[config.mk]
export PLATFORM = sky130hd
export DESIGN_NAME = tick_event_scheduler_core_flat
export DESIGN_NICKNAME = d
export VERILOG_FILES = /design/src/hw/rtl/tes_pkg.sv /design/src/hw/rtl/tes_channels.sv /design/src/hw/rtl/tes_slot_store.sv /design/src/hw/rtl/tes_sequencer.sv /design/src/hw/rtl/tick_event_scheduler_core.sv /design/src/flat_wrapper.sv
export SDC_FILE = /design/constraint.sdc
export NUM_CORES = 2
export LEC_CHECK = 0
export BUFFER_PORTS_ARGS = -buffer_cell sky130_fd_sc_hd__buf_2
export CORE_ASPECT_RATIO = 1.2
export CORE_MARGIN = 4
export CORE_UTILIZATION = 30
export DETAILED_ROUTE_END_ITERATION = 12
export HOLD_SLACK_MARGIN = 0.15
export PLACE_DENSITY = 0.48
export SLEW_MARGIN = 40
export SYNTH_ARGS = -nofsm -noshare
export SYNTH_HDL_FRONTEND = slang
export SYNTH_HIERARCHICAL = 1
export SYNTH_SLANG_ARGS = --single-unit
[constraint.sdc]
create_clock -name clk -period 8.2 [get_ports clk]
set_clock_uncertainty 0.05 [all_clocks]
set_input_delay 0.82 -clock clk [delete_from_list [all_inputs] [get_ports clk]]
set_output_delay 0.82 -clock clk [all_outputs]
set_load 0.05 [all_outputs]
[src/hw/rtl/tes_pkg.sv]
// shared types, constants and helpers of the tick event scheduler
`default_nettype none
package tes_pkg;

    localparam int SLOTS  = 16;
    localparam int IDX_W  = (SLOTS > 1) ? $clog2(SLOTS) : 1;
    localparam int CNT_W  = $clog2(SLOTS + 1);
    localparam int COND_W = 16;

    typedef enum logic [1:0] {
        FUNC_ONESHOT  = 2'd0,
        FUNC_PERIODIC = 2'd1,
        FUNC_UNSCHED  = 2'd2,
        FUNC_TICK     = 2'd3
    } func_t;

    typedef enum logic [1:0] {
        KIND_SCHED = 2'd0,
        KIND_FIRE  = 2'd1,
        KIND_DONE  = 2'd2
    } kind_t;

    typedef struct packed {
        logic [31:0]        ident;
        logic signed [31:0] remaining;
        logic [15:0]        period;
        logic               periodic;
    } slot_entry_t;

    typedef struct packed {
        logic               rd_en;
        logic [IDX_W-1:0]   rd_addr;
        logic               wr_en;
        logic [IDX_W-1:0]   wr_addr;
        slot_entry_t        wr_data;
    } mem_req_t;

    typedef struct packed {
        logic [1:0]         kind;
        logic               status;
        logic [31:0]        event_id_res;
        logic [3:0]         slot_index;
        logic signed [31:0] next_due;
        logic [7:0]         elapsed;
        logic               last;
    } res_t;

    // condition bit of a slot; slots past the mask width count as gated
    function automatic logic cond_bit(input logic [COND_W-1:0] mask,
                                      input logic [IDX_W-1:0] idx);
        logic [63:0] wide;
        wide = 64'(mask);
        return wide[idx];
    endfunction

endpackage
`default_nettype wire

[src/hw/rtl/tes_channels.sv]
// request and result channel interfaces
`default_nettype none
interface tes_req_if;
    logic        valid;
    logic        ready;
    logic [1:0]  func;
    logic [15:0] timeout_ticks;
    logic [31:0] event_id;
    logic [7:0]  tick_count;
    logic [15:0] condition_mask;

    modport source (output valid, func, timeout_ticks, event_id, tick_count,
                    condition_mask, input ready);
    modport sink (input valid, func, timeout_ticks, event_id, tick_count,
                  condition_mask, output ready);
endinterface

interface tes_res_if;
    logic               valid;
    logic               ready;
    logic [1:0]         kind;
    logic               status;
    logic [31:0]        event_id_res;
    logic [3:0]         slot_index;
    logic signed [31:0] next_due;
    logic [7:0]         elapsed;
    logic               last;

    modport source (output valid, kind, status, event_id_res, slot_index, next_due,
                    elapsed, last, input ready);
    modport sink (input valid, kind, status, event_id_res, slot_index, next_due,
                  elapsed, last, output ready);
endinterface
`default_nettype wire

[src/hw/rtl/tes_slot_store.sv]
// slot table memory, one read and one write port, registered read
`default_nettype none
module tes_slot_store
(
    input  wire logic              clk,
    input  wire tes_pkg::mem_req_t mem_req,
    output tes_pkg::slot_entry_t   rd_data
);

    tes_pkg::slot_entry_t mem [tes_pkg::SLOTS];

    always_ff @(posedge clk)
    begin
        if (mem_req.wr_en)
        begin
            mem[mem_req.wr_addr] <= mem_req.wr_data;
        end
        if (mem_req.rd_en)
        begin
            rd_data <= mem[mem_req.rd_addr];
        end
    end

endmodule
`default_nettype wire

[src/hw/rtl/tes_sequencer.sv]
// request sequencer: allocation, unschedule scan, countdown, firing, summary
`default_nettype none
module tes_sequencer
(
    input  wire logic                 clk,
    input  wire logic                 rst_n,
    tes_req_if.sink                   req,
    output tes_pkg::mem_req_t         mem_req,
    input  wire tes_pkg::slot_entry_t rd_data,
    input  wire logic                 out_free,
    output logic                      emit_vld,
    output tes_pkg::res_t             emit_res
);

    typedef enum logic [7:0] {
        ST_IDLE  = 8'b0000_0001,
        ST_SCHED = 8'b0000_0010,
        ST_UNSCH = 8'b0000_0100,
        ST_CDOWN = 8'b0000_1000,
        ST_FSCAN = 8'b0001_0000,
        ST_FIRE  = 8'b0010_0000,
        ST_SUMM  = 8'b0100_0000,
        ST_DONE  = 8'b1000_0000
    } state_t;

    localparam logic [tes_pkg::CNT_W-1:0] SCAN_END = tes_pkg::CNT_W'(tes_pkg::SLOTS);

    state_t state_reg, state_next;
    logic [tes_pkg::SLOTS-1:0] valid_reg, valid_next;
    logic [tes_pkg::SLOTS-1:0] mark_reg, mark_next;
    logic [tes_pkg::SLOTS-1:0] due_reg, due_next;
    logic [31:0] next_ident_reg, next_ident_next;
    logic [tes_pkg::CNT_W-1:0] scan_addr_reg, scan_addr_next;
    logic proc_vld_reg, proc_vld_next;
    logic [tes_pkg::IDX_W-1:0] proc_idx_reg, proc_idx_next;

    logic [1:0]  func_reg, func_next;
    logic [15:0] timeout_reg, timeout_next;
    logic [31:0] eid_reg, eid_next;
    logic [7:0]  count_reg, count_next;
    logic [15:0] mask_reg, mask_next;

    logic best_found_reg, best_found_next;
    logic [31:0] best_key_reg, best_key_next;
    logic [tes_pkg::IDX_W-1:0] best_idx_reg, best_idx_next;
    tes_pkg::slot_entry_t best_entry_reg, best_entry_next;
    logic min_found_reg, min_found_next;
    logic signed [31:0] min_reg, min_next;

    logic in_scan;
    logic scan_end;
    logic free_found;
    logic [tes_pkg::IDX_W-1:0] free_idx;
    logic signed [32:0] diff;
    logic signed [31:0] sat;
    logic [31:0] key;
    logic cond;
    tes_pkg::slot_entry_t upd;

    assign req.ready = (state_reg == ST_IDLE);
    assign in_scan = (state_reg == ST_UNSCH) || (state_reg == ST_CDOWN)
                     || (state_reg == ST_FSCAN) || (state_reg == ST_SUMM);
    assign scan_end = (scan_addr_reg == SCAN_END) && !proc_vld_reg;

    // lowest free slot
    always_comb
    begin
        free_found = 1'b0;
        free_idx   = '0;
        for (int i = tes_pkg::SLOTS - 1; i >= 0; i--)
        begin
            if (!valid_reg[i])
            begin
                free_found = 1'b1;
                free_idx   = tes_pkg::IDX_W'(i);
            end
        end
    end

    // saturating countdown of the slot just read
    always_comb
    begin
        diff = {rd_data.remaining[31], rd_data.remaining} - $signed({25'd0, count_reg});
        if (diff[32] != diff[31])
        begin
            sat = 32'sh8000_0000;
        end
        else
        begin
            sat = diff[31:0];
        end
        key  = rd_data.ident - next_ident_reg;
        cond = tes_pkg::cond_bit(mask_reg, proc_idx_reg);
        upd  = rd_data;
        upd.remaining = sat;
    end

    always_comb
    begin
        state_next      = state_reg;
        valid_next      = valid_reg;
        mark_next       = mark_reg;
        due_next        = due_reg;
        next_ident_next = next_ident_reg;
        scan_addr_next  = scan_addr_reg;
        proc_vld_next   = 1'b0;
        proc_idx_next   = proc_idx_reg;
        func_next       = func_reg;
        timeout_next    = timeout_reg;
        eid_next        = eid_reg;
        count_next      = count_reg;
        mask_next       = mask_reg;
        best_found_next = best_found_reg;
        best_key_next   = best_key_reg;
        best_idx_next   = best_idx_reg;
        best_entry_next = best_entry_reg;
        min_found_next  = min_found_reg;
        min_next        = min_reg;
        mem_req         = '0;
        emit_vld        = 1'b0;
        emit_res        = '0;

        if (in_scan && (scan_addr_reg != SCAN_END))
        begin
            mem_req.rd_en   = 1'b1;
            mem_req.rd_addr = scan_addr_reg[tes_pkg::IDX_W-1:0];
            scan_addr_next  = scan_addr_reg + 1'b1;
            proc_vld_next   = 1'b1;
            proc_idx_next   = scan_addr_reg[tes_pkg::IDX_W-1:0];
        end

        unique case (state_reg)
            ST_IDLE:
            begin
                if (req.valid)
                begin
                    func_next      = req.func;
                    timeout_next   = req.timeout_ticks;
                    eid_next       = req.event_id;
                    count_next     = req.tick_count;
                    mask_next      = req.condition_mask;
                    scan_addr_next = '0;
                    unique case (req.func) inside
                        tes_pkg::FUNC_ONESHOT, tes_pkg::FUNC_PERIODIC:
                            state_next = ST_SCHED;
                        tes_pkg::FUNC_UNSCHED:
                            state_next = ST_UNSCH;
                        default:
                        begin
                            min_found_next = 1'b0;
                            min_next       = 32'sh7fff_ffff;
                            if (req.tick_count != 8'd0)
                            begin
                                valid_next = valid_reg & ~mark_reg;
                                mark_next  = mark_reg & ~valid_reg;
                                state_next = ST_CDOWN;
                            end
                            else
                            begin
                                state_next = ST_SUMM;
                            end
                        end
                    endcase
                end
            end
            ST_SCHED:
            begin
                if (out_free)
                begin
                    emit_vld        = 1'b1;
                    emit_res.kind   = tes_pkg::KIND_SCHED;
                    emit_res.last   = 1'b1;
                    if (free_found)
                    begin
                        mem_req.wr_en              = 1'b1;
                        mem_req.wr_addr            = free_idx;
                        mem_req.wr_data.ident      = next_ident_reg;
                        mem_req.wr_data.remaining  = $signed({16'd0, timeout_reg});
                        mem_req.wr_data.period     = timeout_reg;
                        mem_req.wr_data.periodic   = (func_reg == tes_pkg::FUNC_PERIODIC);
                        valid_next[free_idx]       = 1'b1;
                        mark_next[free_idx]        = 1'b0;
                        emit_res.event_id_res      = next_ident_reg;
                        emit_res.slot_index        = 4'(free_idx);
                        next_ident_next            = next_ident_reg + 32'd1;
                    end
                    else
                    begin
                        emit_res.status = 1'b1;
                    end
                    state_next = ST_IDLE;
                end
            end
            ST_UNSCH:
            begin
                if (proc_vld_reg && valid_reg[proc_idx_reg] && (rd_data.ident == eid_reg))
                begin
                    mark_next[proc_idx_reg] = 1'b1;
                end
                if (scan_end)
                begin
                    state_next = ST_IDLE;
                end
            end
            ST_CDOWN:
            begin
                if (proc_vld_reg)
                begin
                    due_next[proc_idx_reg] = 1'b0;
                    if (valid_reg[proc_idx_reg])
                    begin
                        mem_req.wr_en   = 1'b1;
                        mem_req.wr_addr = proc_idx_reg;
                        mem_req.wr_data = upd;
                        due_next[proc_idx_reg] = (sat <= 0) && (!rd_data.periodic || cond);
                    end
                end
                if (scan_end)
                begin
                    scan_addr_next  = '0;
                    best_found_next = 1'b0;
                    state_next      = ST_FSCAN;
                end
            end
            ST_FSCAN:
            begin
                if (proc_vld_reg && due_reg[proc_idx_reg]
                    && (!best_found_reg || (key < best_key_reg)))
                begin
                    best_found_next = 1'b1;
                    best_key_next   = key;
                    best_idx_next   = proc_idx_reg;
                    best_entry_next = rd_data;
                end
                if (scan_end)
                begin
                    scan_addr_next = '0;
                    state_next     = best_found_reg ? ST_FIRE : ST_SUMM;
                end
            end
            ST_FIRE:
            begin
                if (out_free)
                begin
                    emit_vld              = 1'b1;
                    emit_res.kind         = tes_pkg::KIND_FIRE;
                    emit_res.event_id_res = best_entry_reg.ident;
                    emit_res.slot_index   = 4'(best_idx_reg);
                    due_next[best_idx_reg] = 1'b0;
                    if (best_entry_reg.periodic)
                    begin
                        mem_req.wr_en             = 1'b1;
                        mem_req.wr_addr           = best_idx_reg;
                        mem_req.wr_data           = best_entry_reg;
                        mem_req.wr_data.remaining = $signed({16'd0, best_entry_reg.period});
                    end
                    else
                    begin
                        valid_next[best_idx_reg] = 1'b0;
                        mark_next[best_idx_reg]  = 1'b0;
                    end
                    scan_addr_next  = '0;
                    best_found_next = 1'b0;
                    state_next      = ST_FSCAN;
                end
            end
            ST_SUMM:
            begin
                if (proc_vld_reg && valid_reg[proc_idx_reg] && (!rd_data.periodic || cond))
                begin
                    min_found_next = 1'b1;
                    if (rd_data.remaining < min_reg)
                    begin
                        min_next = rd_data.remaining;
                    end
                end
                if (scan_end)
                begin
                    state_next = ST_DONE;
                end
            end
            ST_DONE:
            begin
                if (out_free)
                begin
                    emit_vld         = 1'b1;
                    emit_res.kind    = tes_pkg::KIND_DONE;
                    emit_res.elapsed = count_reg;
                    emit_res.last    = 1'b1;
                    if (!min_found_reg)
                    begin
                        emit_res.next_due = -32'sd1;
                    end
                    else if (min_reg < 0)
                    begin
                        emit_res.next_due = '0;
                    end
                    else
                    begin
                        emit_res.next_due = min_reg;
                    end
                    state_next = ST_IDLE;
                end
            end
            default:
                state_next = ST_IDLE;
        endcase
    end

    always_ff @(posedge clk or negedge rst_n)
    begin
        if (!rst_n)
        begin
            state_reg      <= ST_IDLE;
            valid_reg      <= '0;
            mark_reg       <= '0;
            due_reg        <= '0;
            next_ident_reg <= '0;
            scan_addr_reg  <= '0;
            proc_vld_reg   <= 1'b0;
            best_found_reg <= 1'b0;
            min_found_reg  <= 1'b0;
        end
        else
        begin
            state_reg      <= state_next;
            valid_reg      <= valid_next;
            mark_reg       <= mark_next;
            due_reg        <= due_next;
            next_ident_reg <= next_ident_next;
            scan_addr_reg  <= scan_addr_next;
            proc_vld_reg   <= proc_vld_next;
            best_found_reg <= best_found_next;
            min_found_reg  <= min_found_next;
        end
    end

    always_ff @(posedge clk)
    begin
        proc_idx_reg   <= proc_idx_next;
        func_reg       <= func_next;
        timeout_reg    <= timeout_next;
        eid_reg        <= eid_next;
        count_reg      <= count_next;
        mask_reg       <= mask_next;
        best_key_reg   <= best_key_next;
        best_idx_reg   <= best_idx_next;
        best_entry_reg <= best_entry_next;
        min_reg        <= min_next;
    end

endmodule
`default_nettype wire

[src/hw/rtl/tick_event_scheduler_core.sv]
// top level of the tick event scheduler
//
//  channel | dir | carries
//  --------+-----+------------------------------------------------------------
//  req     | in  | func, timeout_ticks, event_id, tick_count, condition_mask
//  res     | out | kind, status, event_id_res, slot_index, next_due, elapsed,
//          |     | last
//
// every pass walks the slot memory one entry a cycle through its single
// read port; reset clears valid and remove marks at once; no clearing pass
// a result waits in the output register; a full one stalls the sequencer only
// before a result; an unschedule has none, else a new request follows its last
`default_nettype none
module tick_event_scheduler_core
(
    input  wire logic clk,
    input  wire logic rst_n,
    tes_req_if.sink   req,
    tes_res_if.source res
);

    tes_pkg::mem_req_t    mem_req;
    tes_pkg::slot_entry_t rd_data;
    tes_pkg::res_t        emit_res;
    tes_pkg::res_t        out_reg;
    logic                 emit_vld;
    logic                 out_free;
    logic                 out_vld_reg;

    // slot table: id, count, period and mode per slot
    tes_slot_store u_store
    (
        .clk     (clk),
        .mem_req (mem_req),
        .rd_data (rd_data)
    );

    // control: walks the table for unschedule and tick requests
    tes_sequencer u_seq
    (
        .clk      (clk),
        .rst_n    (rst_n),
        .req      (req),
        .mem_req  (mem_req),
        .rd_data  (rd_data),
        .out_free (out_free),
        .emit_vld (emit_vld),
        .emit_res (emit_res)
    );

    // output register, free once empty or being taken
    assign out_free = !out_vld_reg || res.ready;

    always_ff @(posedge clk or negedge rst_n)
    begin
        if (!rst_n)
        begin
            out_vld_reg <= 1'b0;
        end
        else if (emit_vld)
        begin
            out_vld_reg <= 1'b1;
        end
        else if (res.ready)
        begin
            out_vld_reg <= 1'b0;
        end
    end

    always_ff @(posedge clk)
    begin
        if (emit_vld)
        begin
            out_reg <= emit_res;
        end
    end

    assign res.valid        = out_vld_reg;
    assign res.kind         = out_reg.kind;
    assign res.status       = out_reg.status;
    assign res.event_id_res = out_reg.event_id_res;
    assign res.slot_index   = out_reg.slot_index;
    assign res.next_due     = out_reg.next_due;
    assign res.elapsed      = out_reg.elapsed;
    assign res.last         = out_reg.last;

endmodule
`default_nettype wire
[src/flat_wrapper.sv]
// flat-port wrapper written by rule: the top's interface ports become plain ports
module tick_event_scheduler_core_flat 
  (clk, rst_n, req_valid, req_func, req_timeout_ticks, req_event_id, req_tick_count, req_condition_mask, req_ready, res_valid, res_kind, res_status, res_event_id_res, res_slot_index, res_next_due, res_elapsed, res_last, res_ready);
  tes_req_if req_i ();
  tes_res_if res_i ();
  input  wire logic clk;
  input  wire logic rst_n;
  input wire logic [$bits(req_i.valid)-1:0] req_valid;
  input wire logic [$bits(req_i.func)-1:0] req_func;
  input wire logic [$bits(req_i.timeout_ticks)-1:0] req_timeout_ticks;
  input wire logic [$bits(req_i.event_id)-1:0] req_event_id;
  input wire logic [$bits(req_i.tick_count)-1:0] req_tick_count;
  input wire logic [$bits(req_i.condition_mask)-1:0] req_condition_mask;
  output wire logic [$bits(req_i.ready)-1:0] req_ready;
  output wire logic [$bits(res_i.valid)-1:0] res_valid;
  output wire logic [$bits(res_i.kind)-1:0] res_kind;
  output wire logic [$bits(res_i.status)-1:0] res_status;
  output wire logic [$bits(res_i.event_id_res)-1:0] res_event_id_res;
  output wire logic [$bits(res_i.slot_index)-1:0] res_slot_index;
  output wire logic [$bits(res_i.next_due)-1:0] res_next_due;
  output wire logic [$bits(res_i.elapsed)-1:0] res_elapsed;
  output wire logic [$bits(res_i.last)-1:0] res_last;
  input wire logic [$bits(res_i.ready)-1:0] res_ready;
  assign req_i.valid = req_valid;
  assign req_i.func = req_func;
  assign req_i.timeout_ticks = req_timeout_ticks;
  assign req_i.event_id = req_event_id;
  assign req_i.tick_count = req_tick_count;
  assign req_i.condition_mask = req_condition_mask;
  assign req_ready = req_i.ready;
  assign res_valid = res_i.valid;
  assign res_kind = res_i.kind;
  assign res_status = res_i.status;
  assign res_event_id_res = res_i.event_id_res;
  assign res_slot_index = res_i.slot_index;
  assign res_next_due = res_i.next_due;
  assign res_elapsed = res_i.elapsed;
  assign res_last = res_i.last;
  assign res_i.ready = res_ready;
  tick_event_scheduler_core u_core (.clk(clk), .rst_n(rst_n), .req(req_i), .res(res_i));
endmodule
==> flow_summary.toml <==
[job]
max_cap_violations = 0

[worst_setup_path]
crit_slowest_cell = "dfrtp_1"
crit_family = "compound AO/OA/AOI/OAI gates"
path_cells = "inv_1, ha_1, nor2b_1, o31a_1, o31ai_1, o21ai_1, a31oi_1, o21ai_1, a21o_1, a211oi_1, nor2_1, ha_1, a21o_1, a21oi_1, o21ai_0, nand3_1, nand2_1, a21oi_1, o21a_4, buf_4"
cp_max_fo = 27
cp-endpoint = "u_core/u_seq/best_key_reg[4]$_DFFE_PP_"
worst_setup_path_end_kind = "flip-flop"
worstRegToRegCells = 20
cp_num_buf_inv = 2
startpoint = "u_core/u_seq/next_ident_reg[2]$_DFFE_PN0P_"
reg2reg_slack_ns = 2.56
critPathMaxStageDelay_ns = 0.48
regToRegEndpoint = "u_core/u_seq/best_key_reg[4]$_DFFE_PP_"
r2r_start = "u_core/u_seq/next_ident_reg[2]$_DFFE_PN0P_"
cp.depth = 20
cp.required_ns = 8.60
worst-setup-path-type = "flip-flop to flip-flop"
cp-start-kind = "flip-flop"
arrival_ns = 6.04

[cells_and_area]
fin_util_pct = 35.5
instances_no_fill = 7657
nets = 4541
final_common_cell = "edfxtp_1"
drive_gt1_share_pct = 22.1
final_cell_mix = "1652 x edfxtp_1, 338 x mux4_2, 268 x nand2_1"
syn_to_final_growth_pct = 17.4
largest_register_ffs = 1296

[logic_synthesis]
synth_edf_count = 1652
ys_ff_latch = 1749
netlist_instances = 3989
yosys_warnings = 6
ys_seq_area_share_pct = 73.0
syn_avg_cell_area_sq_um = 17.9
synth_flop_cell = "edfxtp_1"
synthDominantCellAreaShare_pct = 69.6
ys_async_sr_fraction_pct = 5.55
synth_fp_nets = 4175
ys_types = 94
synthTopCellsByArea = "edfxtp_1 70%, mux4_2 11%, dfrtp_1 3.4%, a22oi_1 1.9%, ha_1 1.9%"
synth.largest_area_cell = "edfxtp_1"
netlist_area_sq_mm = 0.0713

[floorplan]
dieArea_sq_mm = 0.246
dieWidth_um = 453
num_rows = 195
start_util_pct = 30.2
io_pins = 160
die_h_um = 542
core_sq_mm = 0.236

[routing]
drc_errors = 0
initialDrtViolationCount = 3481
avgViaCountPerCell = 5.03
routed_wl_mm = 199
vias = 38514
ant_nets = 0
drt_pass1_iterations = 7
wl_per_cell_um = 25.9

[clock_network]
cts_buffers = 186
post-cts-setup-buffers = 0
clk_path_buf_depth = 4
root_buffer = "clkbuf_16"
clock_latency_ns = 0.83
post_cts_resized = 0
tritoncts = "yes"
htree_levels = 4
ctsHoldBuffers = 73
cts_sinks = 1749
clkSlewWorstSetupHoldPaths_ns = 0.06

[placement]
dp_cells = 7244
gp_congestion = 0.841
port_buffers = 159
post-place-ws_ns = 2.54
dpl.hpwl_mm = 118

[global_routing]
grt_remaining_overflow = 0
grt_pass1_vias = 40159
grt_max_degree = 112
grt_pass1_wl_mm = 288
grt.total_usage_pct = 15.9
antenna_found_initial = 12

[timing]
holdWs_ns = 0.273
hold_viol_final = 0
max_freq_mhz = 177
setup_violations = 0
finalCriticalPeriod_ns = 5.64
setup_ws_ns = 2.56
period_share_pct = 68.8
relSlewSlack_pct = 39.1
rsz0062_at_grt = "false"
slew_viol_final = 0
worstMarginPinSlew_ns = 0.906

[power_and_ir_drop]
p_leak_nw = 27.0
vdd_drop_max_v = 0.000173
power_density_mw_per_mm2 = 258

[min_path]
hold_path_startpoint = "req_func[1]"
hold_class = "input port to flip-flop"

[outcome]
status = "finished, final reports clean"
==> layer usage <==
metal,GRT usage [%],vias to the layer above,routed length (um)
li1,-,16743,-
met1,21.3,20464,84900
met2,27.2,1030,99200
met3,2.24,273,9610
met4,3.96,4,4760
met5,0,-,21
==> stage by stage <==
stage	instance area (sq um)	power [W]	setup TNS, ns
final	83700	0.0216	0
after global routing	83700	0.0225	0
after CTS	83600	0.0219	0
after detailed placement	77000	0.0135	0
after global placement	76400	0.0135	0
after floorplan	71300	0.0124	-100.31
==> cell type report <==
cell class              instances  area (sq um)
fillers                     22117        152000
flip-flops and latches       1749         52000
multi-input cells            1911         18100
diodes                          7          17.5
clock buffers                 241          4950
inverters                     145           544
well taps                    3152          3940
repair buffers                362          3130
clock inverters                90           935
==> cells by family after synthesis <==
kind of cell	Yosys count	synth area share, %
muxes	340	10.7
buffers and inverters	329	2.01
adders and majority gates	108	1.92
xor gates and xnor gates	118	1.46
AOI/OAI and AO/OA	661	6.25
DFF	1749	73.0
and+or+nand+nor	684	4.66
==> report_power, final <==
part / switching, W / internal, W
Combinational: 0.00177 / 0.000860
Clock: 0.00350 / 0.00479
Sequential: 0.000329 / 0.0103
Total: 0.00560 / 0.0160
==> Yosys cell counts (all sizes together) (11+ instances only) <==
cell       n
edfxtp  1652
mux4     338
nand2    269
a22oi    181
o21ai    165
inv      144
nor2     141
ha       106
a21oi    103
buf       98
dfrtp     96
clkbuf    86
xnor2     83
a21o      70
nor3      50
or2       38
xor2      35
nand3     33
nand4     33
nand2b    30
nor4      19
a222oi    18
o31ai     18
nor2b     17
a32oi     15
a31oi     12
or3       11
==> worst min path at each step <==
stage / cells past startpoint / end / slack [ns]
after floorplan: 0 / u_core/u_seq/best_entry_reg[10]$_DFFE_PP_ / 0.38
after global placement: 0 / u_core/u_seq/best_entry_reg[12]$_DFFE_PP_ / 0.38
final: 1 / u_core/u_seq/func_reg[1]$_DFFE_PP_ / 0.27
after CTS: 1 / u_core/u_seq/func_reg[0]$_DFFE_PP_ / 0.21
after detailed placement: 0 / u_core/u_seq/best_entry_reg[3]$_DFFE_PP_ / 0.38
after global routing: 1 / u_core/u_seq/func_reg[1]$_DFFE_PP_ / 0.23
Note: power is estimated with default switching activity, not from simulation.
